[config.mk]
export PLATFORM = sky130hd
export DESIGN_NAME = dual_stepper_half_step_driver_unit
export DESIGN_NICKNAME = d
export VERILOG_FILES = /design/src/rtl/core/dsd_pkg.sv /design/src/rtl/core/dsd_wheel.sv /design/src/rtl/core/dual_stepper_half_step_driver_unit.sv
export VERILOG_INCLUDE_DIRS = /design/src /design/src/rtl/core
export SDC_FILE = /design/constraint.sdc
export NUM_CORES = 1
export LEC_CHECK = 0
export ABC_AREA = 0
export BUFFER_PORTS_ARGS = -buffer_cell sky130_fd_sc_hd__buf_2
export CAP_MARGIN = 20
export CELL_PAD_IN_SITES_DETAIL_PLACEMENT = 0
export CELL_PAD_IN_SITES_GLOBAL_PLACEMENT = 1
export CORE_MARGIN = 3
export CORE_UTILIZATION = 34
export CTS_CLUSTER_SIZE = 20
export DETAILED_ROUTE_END_ITERATION = 16
export PLACE_DENSITY = 0.7
export SLEW_MARGIN = 20
export SYNTH_ARGS = -nofsm -noshare
export SYNTH_HDL_FRONTEND = slang
export SYNTH_SLANG_ARGS = --single-unit
[constraint.sdc]
create_clock -name clk_i -period 16.75 [get_ports clk_i]
set_clock_uncertainty 0.1 [all_clocks]
set_input_delay 5.025 -clock clk_i [delete_from_list [all_inputs] [get_ports clk_i]]
set_output_delay 5.025 -clock clk_i [all_outputs]
set_load 0.05 [all_outputs]
[src/rtl/core/dual_stepper_half_step_driver_unit_macros.svh]
// Assertion helpers shared by the driver RTL.
// Each macro expects clk_i and rst_ni in the enclosing module.
`ifndef DUAL_STEPPER_HALF_STEP_DRIVER_UNIT_MACROS_SVH
`define DUAL_STEPPER_HALF_STEP_DRIVER_UNIT_MACROS_SVH

// The consequent holds in the same cycle as the antecedent.
`define DSD_ASSERT_SAME(label, ante, cons) \
  label: assert property (@(posedge clk_i) disable iff (!rst_ni) (ante) |-> (cons)) \
    else $error("%m: check failed");

// The consequent holds in the cycle after the antecedent.
`define DSD_ASSERT_NEXT(label, ante, cons) \
  label: assert property (@(posedge clk_i) disable iff (!rst_ni) (ante) |=> (cons)) \
    else $error("%m: check failed");

`endif

[src/rtl/core/dsd_pkg.sv]
package dsd_pkg;

  typedef enum logic [2:0] {
    OP_TICK     = 3'd0,
    OP_FORWARD  = 3'd1,
    OP_BACKWARD = 3'd2,
    OP_LEFT     = 3'd3,
    OP_RIGHT    = 3'd4,
    OP_PEN_UP   = 3'd5,
    OP_PEN_DOWN = 3'd6,
    OP_END      = 3'd7
  } op_e;

  localparam int unsigned StepW  = 15;
  localparam int unsigned WidthW = 15;
  localparam int unsigned CoilW  = 4;

  localparam logic [WidthW-1:0] PEN_UP_RESET   = 15'd700;
  localparam logic [WidthW-1:0] PEN_DOWN_RESET = 15'd1200;

  // Register select, taken from paddr[2].
  localparam logic REG_PEN_UP   = 1'b0;
  localparam logic REG_PEN_DOWN = 1'b1;

  // Coil bit touched by each new phase, moving up or down the sequence.
  localparam logic [1:0] UP_BIT [8]   = '{2'd0, 2'd3, 2'd1, 2'd0, 2'd2, 2'd1, 2'd3, 2'd2};
  localparam logic [1:0] DOWN_BIT [8] = '{2'd3, 2'd1, 2'd0, 2'd2, 2'd1, 2'd3, 2'd2, 2'd0};

  typedef struct packed {
    logic step;
    logic add;
    logic neg;
  } wheel_cmd_t;

endpackage

[src/rtl/core/dsd_wheel.sv]
`include "dual_stepper_half_step_driver_unit_macros.svh"

module dsd_wheel
  import dsd_pkg::*;
#(
  parameter int unsigned COUNT_BITS = 16
) (
  input  logic             clk_i,
  input  logic             rst_ni,
  input  wheel_cmd_t       cmd_i,
  input  logic [StepW-1:0] count_i,
  output logic [CoilW-1:0] drive_d_o,
  output logic             busy_d_o
);

  localparam int unsigned SumW = ((COUNT_BITS > StepW) ? COUNT_BITS : StepW) + 2;
  localparam logic signed [SumW-1:0] SatHi =
    {{(SumW-COUNT_BITS+1){1'b0}}, {(COUNT_BITS-1){1'b1}}};
  localparam logic signed [SumW-1:0] SatLo =
    {{(SumW-COUNT_BITS+1){1'b1}}, {(COUNT_BITS-1){1'b0}}};

  logic signed [COUNT_BITS-1:0] pending_q, pending_d;
  logic [2:0]                   phase_q, phase_d;
  logic [CoilW-1:0]             drive_q, drive_d;
  logic signed [SumW-1:0]       ext_p, ext_n, sum;
  logic [1:0]                   bit_sel;

  always_comb begin
    ext_p = {{(SumW-COUNT_BITS){pending_q[COUNT_BITS-1]}}, pending_q};
    ext_n = {{(SumW-StepW){1'b0}}, count_i};
    sum   = cmd_i.neg ? (ext_p - ext_n) : (ext_p + ext_n);

    pending_d = pending_q;
    phase_d   = phase_q;
    drive_d   = drive_q;
    bit_sel   = 2'd0;

    if (cmd_i.add) begin
      if (sum > SatHi) begin
        pending_d = SatHi[COUNT_BITS-1:0];
      end else if (sum < SatLo) begin
        pending_d = SatLo[COUNT_BITS-1:0];
      end else begin
        pending_d = sum[COUNT_BITS-1:0];
      end
    end else if (cmd_i.step && (pending_q != '0)) begin
      if (!pending_q[COUNT_BITS-1]) begin
        phase_d   = phase_q + 3'd1;
        pending_d = pending_q - 1'b1;
        bit_sel   = UP_BIT[phase_d];
      end else begin
        phase_d   = phase_q - 3'd1;
        pending_d = pending_q + 1'b1;
        bit_sel   = DOWN_BIT[phase_d];
      end
      // Even phases energize a coil, odd phases release one.
      drive_d[bit_sel] = ~phase_d[0];
    end
  end

  always_ff @(posedge clk_i or negedge rst_ni) begin
    if (!rst_ni) begin
      pending_q <= '0;
      phase_q   <= '0;
      drive_q   <= '0;
    end else begin
      pending_q <= pending_d;
      phase_q   <= phase_d;
      drive_q   <= drive_d;
    end
  end

  assign drive_d_o = drive_d;
  assign busy_d_o  = (pending_d != '0);

  `DSD_ASSERT_SAME(a_step_or_add, cmd_i.step, !cmd_i.add)
  `DSD_ASSERT_NEXT(a_phase_only_on_step, !cmd_i.step, $stable(phase_q) && $stable(drive_q))
  `DSD_ASSERT_NEXT(a_idle_wheel_holds, cmd_i.step && (pending_q == '0), $stable(phase_q))

endmodule

[src/rtl/core/dual_stepper_half_step_driver_unit.sv]
// Channel  | Direction | Handshake                 | Payload
// ---------+-----------+---------------------------+--------------------------------------
// in       | input     | in_valid_i / in_ready_o   | operation_i, step_count_i
// out      | output    | out_valid_o / out_ready_i | left_coils_o, right_coils_o,
//          |           |                           | pen_width_o, busy_res_o, halted_o
// config   | input     | APB psel/penable/pready   | paddr, pwdata, prdata
//
// A request waits in the input register and is executed as it moves into the result register.
// One request per cycle is sustained while out_ready_i is high; the state update is a single
// add/compare per wheel. When out_ready_i is low the result register holds and the input
// register fills, after which in_ready_o drops.
// Reset clears both wheel counters, phases and coils and sets the pen widths to defaults.
`include "dual_stepper_half_step_driver_unit_macros.svh"

module dual_stepper_half_step_driver_unit
  import dsd_pkg::*;
#(
  parameter int unsigned COUNT_BITS = 16
) (
  input  logic              clk_i,
  input  logic              rst_ni,
  input  logic              in_valid_i,
  output logic              in_ready_o,
  input  logic [2:0]        operation_i,
  input  logic [StepW-1:0]  step_count_i,
  output logic              out_valid_o,
  input  logic              out_ready_i,
  output logic [CoilW-1:0]  left_coils_o,
  output logic [CoilW-1:0]  right_coils_o,
  output logic [WidthW-1:0] pen_width_o,
  output logic              busy_res_o,
  output logic              halted_o,
  input  logic              psel,
  input  logic              penable,
  input  logic              pwrite,
  input  logic [2:0]        paddr,
  input  logic [31:0]       pwdata,
  output logic [31:0]       prdata,
  output logic              pready
);

  logic              s1_valid_q;
  op_e               s1_op_q;
  logic [StepW-1:0]  s1_count_q;
  logic              advance, exec;

  logic [WidthW-1:0] up_width_q, down_width_q;
  logic [WidthW-1:0] pen_q, pen_d;
  logic              stopped_q, stopped_d;

  logic              out_valid_q;
  logic [CoilW-1:0]  left_q, right_q;
  logic [WidthW-1:0] pen_out_q;
  logic              busy_q, halted_q;

  wheel_cmd_t        left_cmd, right_cmd;
  logic [CoilW-1:0]  left_drive_d, right_drive_d;
  logic              left_busy_d, right_busy_d;
  logic              cfg_write;

  assign advance    = !out_valid_q || out_ready_i;
  assign exec       = s1_valid_q && advance;
  assign in_ready_o = !s1_valid_q || advance;

  // Input register.
  always_ff @(posedge clk_i or negedge rst_ni) begin
    if (!rst_ni) begin
      s1_valid_q <= 1'b0;
    end else if (in_ready_o) begin
      s1_valid_q <= in_valid_i;
    end
  end

  always_ff @(posedge clk_i) begin
    if (in_ready_o && in_valid_i) begin
      s1_op_q    <= op_e'(operation_i);
      s1_count_q <= step_count_i;
    end
  end

  // Command decode.
  always_comb begin
    left_cmd  = '0;
    right_cmd = '0;
    pen_d     = pen_q;
    stopped_d = stopped_q;
    if (exec && !stopped_q) begin
      unique case (s1_op_q)
        OP_TICK: begin
          left_cmd.step  = 1'b1;
          right_cmd.step = 1'b1;
        end
        OP_FORWARD: begin
          left_cmd.add  = 1'b1;
          right_cmd.add = 1'b1;
        end
        OP_BACKWARD: begin
          left_cmd  = '{step: 1'b0, add: 1'b1, neg: 1'b1};
          right_cmd = '{step: 1'b0, add: 1'b1, neg: 1'b1};
        end
        OP_LEFT: begin
          left_cmd      = '{step: 1'b0, add: 1'b1, neg: 1'b1};
          right_cmd.add = 1'b1;
        end
        OP_RIGHT: begin
          left_cmd.add = 1'b1;
          right_cmd    = '{step: 1'b0, add: 1'b1, neg: 1'b1};
        end
        OP_PEN_UP:   pen_d = up_width_q;
        OP_PEN_DOWN: pen_d = down_width_q;
        OP_END: begin
          pen_d     = up_width_q;
          stopped_d = 1'b1;
        end
      endcase
    end
  end

  dsd_wheel #(
    .COUNT_BITS(COUNT_BITS)
  ) u_left (
    .clk_i     (clk_i),
    .rst_ni    (rst_ni),
    .cmd_i     (left_cmd),
    .count_i   (s1_count_q),
    .drive_d_o (left_drive_d),
    .busy_d_o  (left_busy_d)
  );

  dsd_wheel #(
    .COUNT_BITS(COUNT_BITS)
  ) u_right (
    .clk_i     (clk_i),
    .rst_ni    (rst_ni),
    .cmd_i     (right_cmd),
    .count_i   (s1_count_q),
    .drive_d_o (right_drive_d),
    .busy_d_o  (right_busy_d)
  );

  // Configuration registers.
  assign pready    = 1'b1;
  assign cfg_write = psel && penable && pwrite;

  always_ff @(posedge clk_i or negedge rst_ni) begin
    if (!rst_ni) begin
      up_width_q   <= PEN_UP_RESET;
      down_width_q <= PEN_DOWN_RESET;
    end else if (cfg_write) begin
      unique case (paddr[2])
        REG_PEN_UP:   up_width_q   <= pwdata[WidthW-1:0];
        REG_PEN_DOWN: down_width_q <= pwdata[WidthW-1:0];
      endcase
    end
  end

  always_comb begin
    unique case (paddr[2])
      REG_PEN_UP:   prdata = {{(32-WidthW){1'b0}}, up_width_q};
      REG_PEN_DOWN: prdata = {{(32-WidthW){1'b0}}, down_width_q};
    endcase
  end

  // Pen and halt state.
  always_ff @(posedge clk_i or negedge rst_ni) begin
    if (!rst_ni) begin
      pen_q     <= PEN_UP_RESET;
      stopped_q <= 1'b0;
    end else begin
      pen_q     <= pen_d;
      stopped_q <= stopped_d;
    end
  end

  // Result register.
  always_ff @(posedge clk_i or negedge rst_ni) begin
    if (!rst_ni) begin
      out_valid_q <= 1'b0;
    end else if (advance) begin
      out_valid_q <= s1_valid_q;
    end
  end

  always_ff @(posedge clk_i) begin
    if (exec) begin
      left_q    <= left_drive_d;
      right_q   <= right_drive_d;
      pen_out_q <= pen_d;
      busy_q    <= left_busy_d || right_busy_d;
      halted_q  <= stopped_d;
    end
  end

  assign out_valid_o   = out_valid_q;
  assign left_coils_o  = left_q;
  assign right_coils_o = right_q;
  assign pen_width_o   = pen_out_q;
  assign busy_res_o    = busy_q;
  assign halted_o      = halted_q;

  `DSD_ASSERT_NEXT(a_stop_is_sticky, stopped_q, stopped_q)
  `DSD_ASSERT_NEXT(a_pen_frozen_when_stopped, stopped_q, $stable(pen_q))
  `DSD_ASSERT_NEXT(a_stalled_request_kept, s1_valid_q && !advance, s1_valid_q && out_valid_q)

endmodule

* Word-level counts from Yosys, hierarchy flattened *
Memories as Yosys holds them, arrays and structs flattened.
Cells that the tools add are included.

operators by class
  add/sub/neg operators = 12
  multiply operators = 0
  div/mod/pow operators = 0
  magnitude comparators = 12
  equal/unequal tests = 7
  shift operators = 0
  multiplexer cells = 53
  bitwise gates (word level) = 9
  reductions and logical operators = 28

operators with widths
  cell                                                                                count
  16-bit two-way mux                                                                  10
  32-bit case mux with 2 select lines                                                 1
  16-bit nonzero test                                                                 4
  18-bit by 16-bit greater-than comparator with 1-bit output (second input constant)  2
  18-bit by 16-bit < comparator with 1-bit output (second input constant)             2
  18-bit two-way mux                                                                  2
  16-bit by 16-bit adder with 17-bit output                                           2
  16-bit by 16-bit subtractor with 17-bit output                                      2
  16-bit by 1-bit adder with 16-bit output (second input constant)                    2
  16-bit by 1-bit subtractor with 16-bit output (second input constant)               2
  15-bit case mux with 2 select lines                                                 1
  2-bit two-way mux                                                                   14
  3-bit two-way mux                                                                   8
  4-bit >= comparator (second input constant)                                         4
  4-bit two-way mux                                                                   4
  3-bit inverter with 4-bit output                                                    4
  15-bit two-way mux                                                                  1
  3-bit equality test (second input constant)                                         4
  1-bit logical AND                                                                   9
  4-bit bitwise mux                                                                   2
  1-bit two-way mux                                                                   8
  2-bit AND reduction                                                                 4
  3-bit by 1-bit adder with 3-bit output (second input constant)                      2
  3-bit by 2-bit equality test with 1-bit output (second input constant)              2
  11 further kinds                                                                    25

word-level totals
  flip-flop bits (word level) = 137
  latch bits = 0
  RAM bits = 0
  bits in read-only memories = 64
  input port bits = 60
  output and inout port bits = 60
  word-level logic and storage cells = 144
  memories kept = 4

memories
  name             words  bits a word  rd ports  clocked after Yosys merged registers in  wr ports  line             RTL
  (no name shown)  8      2            1         0                                        0         dsd_wheel.sv:50  bit_sel = UP_BIT[phase_d];
  (no name shown)  8      2            1         0                                        0         dsd_wheel.sv:54  bit_sel = DOWN_BIT[phase_d];
  (no name shown)  8      2            1         0                                        0         dsd_wheel.sv:54
  (no name shown)  8      2            1         0                                        0         dsd_wheel.sv:50

* Longest topological paths before layout *
Gate-level depths: netlist of run 1.

  depth after elaboration = 15
  depth in mapped cells = 20

* Cells and area by module *
A second synthesis of run 1 with hierarchy kept.

unflattened totals
  cells, all modules = 1083
  area total of the unflattened synthesis = 10246.1 um2

by module, submodules not included
  module                              instances  cells each  area each (um2)
  dual_stepper_half_step_driver_unit  1          260         3704.8
  dsd_wheel (u_right)                 1          434         3419.5
  dsd_wheel (u_left)                  1          389         3121.7

* Least setup slack after synthesis of run 1 *
OpenSTA, ideal clock, no wires.

  path type = input -> output
  from = input port paddr[2]
  to = output port prdata[10]
  arrival = 6.128 ns
  setup slack = 5.497 ns
  stages = 3
  path through = clkbuf_1 -> clkbuf_1 -> mux2_2

between the ends
  cells in the longest elaborated chain, start to end = 2

RTL lines
  item                                     line                                       RTL
  from (decl)                              dual_stepper_half_step_driver_unit.sv:36   input logic [2:0] paddr,
  1-bit inverter                           n/a
  32-bit case mux with 2 select lines (*)  dual_stepper_half_step_driver_unit.sv:158  unique case (paddr[2])
  to (decl)                                dual_stepper_half_step_driver_unit.sv:38   output logic [31:0] prdata,

Every way passes the cells marked *; elsewhere a longest branch is shown, timed or not. The select of a mux whose other input is x is not followed.

* Worst setup path in the final report of run 1 *
  from = input port paddr[2]
  to = output port prdata[6]

Same word-level chain as after synthesis.

==> metrics, run 1 <==
outcome complete, no violations; Avg Cell Area, Syn 9.58 um2; Worst Tran Pin Value 0.965 ns; Hold Vio Cnt, Final 0; synthesis warning total 0; Reg-to-Reg Start s1_count_q[2]; Max H-tree Level 4; Final Cell Area 0.0109 mm2; clock-pin slew on the worst setup and hold paths 0.06 ns; area leader, netlist dfrtp_1; crit share post-route 66.6%; Critical Path, Cell by Cell buf_2, mux2_2, buf_2; DR iter-0 viols 411; Die ar. 0.0304 mm2; critical path's largest stage delay 0.41 ns; P_leak 4.77 nW; Post-CTS Setup Bufs 0; TritonCTS clock tree yes; Clk pwr share 41.1%; Routed Antenna Nets 0; Die X 174 um; Reg2Reg Setup Slack 10.86 ns; Hold EP u_right.phase_q[2]; worst IR drop on VDD 0.0689 mV; Final TNS setup 0 ns; Root Buffer clkbuf_16; instance count on the critical path 3; routability cong. 0.830; Worst Hold Depth 1; vias in the first global route 7,436; crit-path max FO 17; Tmin final 11.15 ns; max-capacitance violation count 0; final-stage net count 1,210; Synth Flop Type dfrtp_1; Pwr Total 0.000912 W; top post-synthesis cells by area dfrtp_1 20%, edfxtp_1 13%, ha_1 8.7%; WL/cell 16.8 um; Combinational Power Share 16.1%; Psw 0.000279 W; Die Y 174 um; vias per inst 5.09; Core Util, Final 39.3%; critical path required time 11.62 ns; DRC viols 0; # placed instances 1,438; Yosys cell types 82; dpl hpwl 18.4 mm; RSZ-0062 raised after global routing no; Synth async-reset ratio 68.6%; switching part of the total 30.6%; slew margin rel. 35.7%; initial antenna violation count 2; vias after detailed routing 7,484; CTS Hold Bufs 0; sequential power share 42.7%; clk sinks 137; first-pass GRT wire length 39.4 mm; WL final 24.7 mm; Layout area overhead 13.4%; Slew Viols, Final 0; crit start category input pin; Total Routing Usage GR 16.0%; Largest delay share family, worst path buffers and inverters; final setup vio count 0; Syn Std Cell Area 0.00965 mm2; placed inst area 0.0104 mm2; Clk Latency, worst-skew pair 0.42 ns; fmax 0.0897 GHz; area of the core 0.0279 mm2; crit end category primary output; pwr dens 83.4 mW/mm2; number of synthesized register bits 137; crit path DAT 6.03 ns; Placement Rows 61; worst reg-to-reg path cell count 19; TritonCTS buffer count 17; origin of the worst min-delay path u_right.phase_q[2]; HP Class flip-flop to flip-flop; Initial Util 34.6%; gr ovfl total 0; Yosys top cell area share 20.2%; number of synthesized flops with an enable pin 43; largest net degree at the start of global routing 76; most used cell along the critical path buf_2; # port buffers 82; terminus of the critical flop-to-flop path busy_res_o; Initial DRT Pass Iterations 5; sequential-to-total area share from yosys stat 38.0%; CTS Buffer Depth 2; crit path kind input pin to primary output; PostCTS Resize Cnt 0; # IOs 120; Crit path buffers/inverters 2; fin cells 1,471; layout cells sized above 1 19.8%; Mapped Cells 1,007; Internal 0.000633 W; Crit-path slowest cell mux2_2
power by group through the flow:
stage	sequential, W	combinational [W]	clock, W
3_3_place_gp	0.000395	0.000147	0
2_1_floorplan	0.000401	0.000107	0
5_1_grt	0.000392	0.000158	0.000395
6_report	0.000390	0.000147	0.000375
4_1_cts	0.000390	0.000148	0.000382
3_5_place_dp	0.000396	0.000147	0
layout make-up:
cell class	count	area [um2]
fill	2801	16900
multi-input combinational	804	5630
sequential	137	3660
timing repair buffer	91	480
tap	378	473
clock buffer	17	425
clock inverter	15	158
inverter	28	105
antenna	1	2.50
cells in the mapped netlist (4+ instances only):
master,instances
a21o_1,17
nor4b_1,4
nand3_1,13
xnor2_1,57
ha_1,67
nand2_1,75
o22ai_1,6
dfrtp_1,78
a31oi_1,4
fa_1,4
nor2b_1,9
o21bai_1,6
xor2_1,26
o21a_1,17
nand4_1,6
edfxtp_1,43
o31ai_1,5
a22oi_1,19
buf_4,18
or3_1,5
a211oi_1,16
and2_1,4
inv_1,28
a2bb2oi_1,5
nor2_1,102
clkbuf_1,26
o211ai_1,10
o21ai_0,41
nor3_1,21
a211o_1,6
nand2b_1,9
xnor2_2,4
a22o_1,4
mux2_2,47
nor4_1,11
and3_1,5
dfstp_2,16
a21oi_1,102
mux2i_1,7
placed cells by master (no fill, tap or decap), drive strengths merged, types with 18 or more instances in the layout:
master	synthesis	final
dfrtp	78	78
a22oi	19	19
o21ai	44	44
inv	28	36
edfxtp	43	43
nor2	103	103
xor2	26	26
nor3	22	22
xnor2	61	61
conb	2	18
buf	25	91
mux2	47	47
nand2	76	76
a21oi	105	105
ha	67	67
how the worst max path moves through the flow:
stage,from,end,slack [ns]
6_report,paddr[2],prdata[6],5.60
5_1_grt,paddr[2],prdata[6],5.59
4_1_cts,paddr[2],prdata[6],5.61
3_5_place_dp,paddr[2],prdata[6],5.61
3_3_place_gp,paddr[2],prdata[9],5.62
2_1_floorplan,paddr[2],prdata[10],5.50
kinds of logic (layout without fill, tap and decap cells):
kind of cell / count (synthesis) / after routing / share of synthesized area (%)
AO/OA/AOI/OAI: 281 / 281 / 18.7
XOR/XNOR: 87 / 87 / 8.21
adder cells (fa/ha/maj): 71 / 71 / 9.52
buffers and inverters: 82 / 151 / 4.41
flip-flops: 137 / 137 / 38.0
multiplexers: 54 / 54 / 6.21
other: 2 / 19 / 0.0778
AND/OR/NAND/NOR: 293 / 293 / 14.9
flip-flops by register name, indices dropped and copies added, names as in the netlist:
name	flops
u_left.pending_q	16
u_right.pending_q	16
down_width_q	15
pen_q	15
pen_width_o	15
s1_count_q	15
up_width_q	15
left_coils_o	4
right_coils_o	4
u_left.drive_q	4
u_right.drive_q	4
s1_op_q	3
u_left.phase_q	3
u_right.phase_q	3
busy_res_o	1
halted_o	1
out_valid_o	1
s1_valid_q	1
stopped_q	1
per-layer routing:
layer / track usage [%] / vias up / part of all wire [%]
li1: - / 3793 / -
met1: 21.4 / 3562 / 47
met2: 27.2 / 111 / 49
met3: 2.38 / 18 / 3.0
met4: 4.12 / 0 / 1.0
met5: 0 / - / 0
stage by stage:
| step | worst slack [ns] | hold slack [ns] |
|---|---|---|
| final | 5.60 | 0.391 |
| after global routing | 5.59 | 0.409 |
| after CTS | 5.61 | 0.397 |
| after detailed placement | 5.61 | 0.382 |
| after global placement | 5.62 | 0.381 |
| after floorplan | 5.50 | 0.362 |
(Power assumes the default switching activity.)
==> run 2, diff against run 1 <==
Settings changed: PLACE_DENSITY 0.7 to 0.73.
Clock period 16.75 ns to 9 ns, I/O delays scaled along.
==> run 2 against run 1 <==
Final area increased by 0.42%; largest power group unchanged; worst hold slack improved by 0.0026 ns; register-to-register slack worse by 7.6 ns; combinational power grew 86%; sequential power is 86% higher; die area unchanged; via count rose by 1.4%.
==> metrics, run 2 (synthesis results as in run 1) <==
outcome complete, no violations; CTS Buffer Depth 2; P_leak 4.79 nW; area of the core 0.0279 mm2; worst IR drop on VDD 0.139 mV; WL final 24.5 mm; Die ar. 0.0304 mm2; routed length on met2 12.0 mm; Post-CTS Setup Bufs 0; Layout area overhead 13.8%; DR iter-0 viols 439; PostCTS Resize Cnt 0; max-capacitance violation count 0; max layer used met5; Filler cells 2,791; final setup vio count 0; largest net degree at the start of global routing 57; placed inst area 0.0104 mm2; crit end category flip-flop; vias per inst 5.16; Total Routing Usage GR 16.1%; register area 0.00366 mm2; Placement Rows 61; Critical Path, Cell by Cell buf_2, nor2b_1, nor3_2, nand2_1, nor2_1, a21oi_1, fa_1, a211oi_1, o21a_1, a211o_2, a21oi_4, xnor2_2, a21oi_4, a2bb2oi_1, or4_1, or4_1, nor4_1, nand4_1; biggest regs u_left.pending_q (16), u_right.pending_q (16); terminus of the critical flop-to-flop path busy_res_o; Crit path buffers/inverters 1; critical path's largest stage delay 0.60 ns; Max H-tree Level 4; Root Buffer clkbuf_16; met3 routed WL 941 um; Multi-input gate area 0.00563 mm2; Clk Latency, worst-skew pair 0.42 ns; crit share post-route 83.5%; Crit-path slowest cell or4_1; Reg2Reg Setup Slack 3.23 ns; crit path kind input pin to flip-flop; first-pass GRT wire length 39.4 mm; crit start category input pin; Initial DRT Pass Iterations 5; Worst Tran Pin Value 1.04 ns; layout cells sized above 1 19.9%; vias in the first global route 7,510; # port buffers 82; dpl hpwl 18.4 mm; gr ovfl total 0; Die X 174 um; commonest non-fill, non-tap cell in the layout a21oi_1; RSZ-0062 raised after global routing no; Reg-to-Reg Start s1_count_q[2]; fmax 0.133 GHz; worst reg-to-reg path cell count 19; Hold EP u_right.phase_q[2]; crit-path max FO 14; Routed Antenna Nets 0; Die Y 174 um; diodes inserted 0; Slew Viols, Final 0; slew margin rel. 30.6%; clk sinks 137; Tmin final 7.51 ns; HP Class flip-flop to flip-flop; # IOs 120; TritonCTS clock tree yes; M1 WL 11.2 mm; WL/cell 16.6 um; clock-pin slew on the worst setup and hold paths 0.07 ns; Initial Util 34.6%; Worst Hold Depth 1; Core Util, Final 39.4%; critical path required time 9.04 ns; Final Cell Area 0.0110 mm2; TritonCTS buffer count 17; crit path DAT 7.55 ns; origin of the worst min-delay path u_right.phase_q[2]; Largest delay share family, worst path simple AND/OR/NAND/NOR gates; Final TNS setup 0 ns; most frequent cells in the layout 102 x a21oi_1, 100 x nor2_1, 81 x buf_2; final-stage net count 1,212; initial antenna violation count 1; pwr dens 156 mW/mm2; Hold Vio Cnt, Final 0; routability cong. 0.843; CTS Hold Bufs 0; DRC viols 0; vias after detailed routing 7,589
## run 2: cell count changes in the layout (fill, tap and decap cells not counted), sizes merged
cell	delta
diode	-1
bufinv	-1
buf	+2
inv	+1
## run 2: where the power goes
group	total [W]	switching (W)	internal, W
registers	0.000725	0.0000316	0.000693
clock network	0.000713	0.000332	0.000380
logic	0.000274	0.000183	0.0000911
total	0.00171	0.000547	0.00116
## run 2: worst max-delay path by stage
stage	from	end	slack, ns	cells after the start
global placement	out_ready_i	busy_res_o	0.98	18
finish	out_ready_i	busy_res_o	1.49	18
CTS	out_ready_i	busy_res_o	1.45	18
floorplan	out_ready_i	busy_res_o	0.77	18
detailed placement	out_ready_i	busy_res_o	1.01	18
global route	out_ready_i	busy_res_o	1.05	18
## run 2: layout make-up
type	instances	area share (%)
clock inverter	15	1.74
sequential	137	33.3
clock buffer	17	3.87
inverter	28	0.957
tap	378	4.31
timing repair buffer	93	4.51
multi-input combinational	804	51.3
## run 2: metal layers
metal	global-route usage [%]	vias to the layer above
met3	2.66	21
met5	0	-
li1	-	3811
met4	4.22	2
met1	21.0	3595
met2	27.7	160
## run 2: stage by stage
step | setup WS (ns) | instances | hold slack, ns | total power [W]
2_1_floorplan | 0.767 | 1023 | 0.362 | 0.000945
3_3_place_gp | 0.977 | 1440 | 0.379 | 0.00101
3_5_place_dp | 1.01 | 1440 | 0.384 | 0.00101
4_1_cts | 1.45 | 1472 | 0.394 | 0.00173
5_1_grt | 1.05 | 1472 | 0.409 | 0.00178
6_report | 1.49 | 1472 | 0.393 | 0.00171
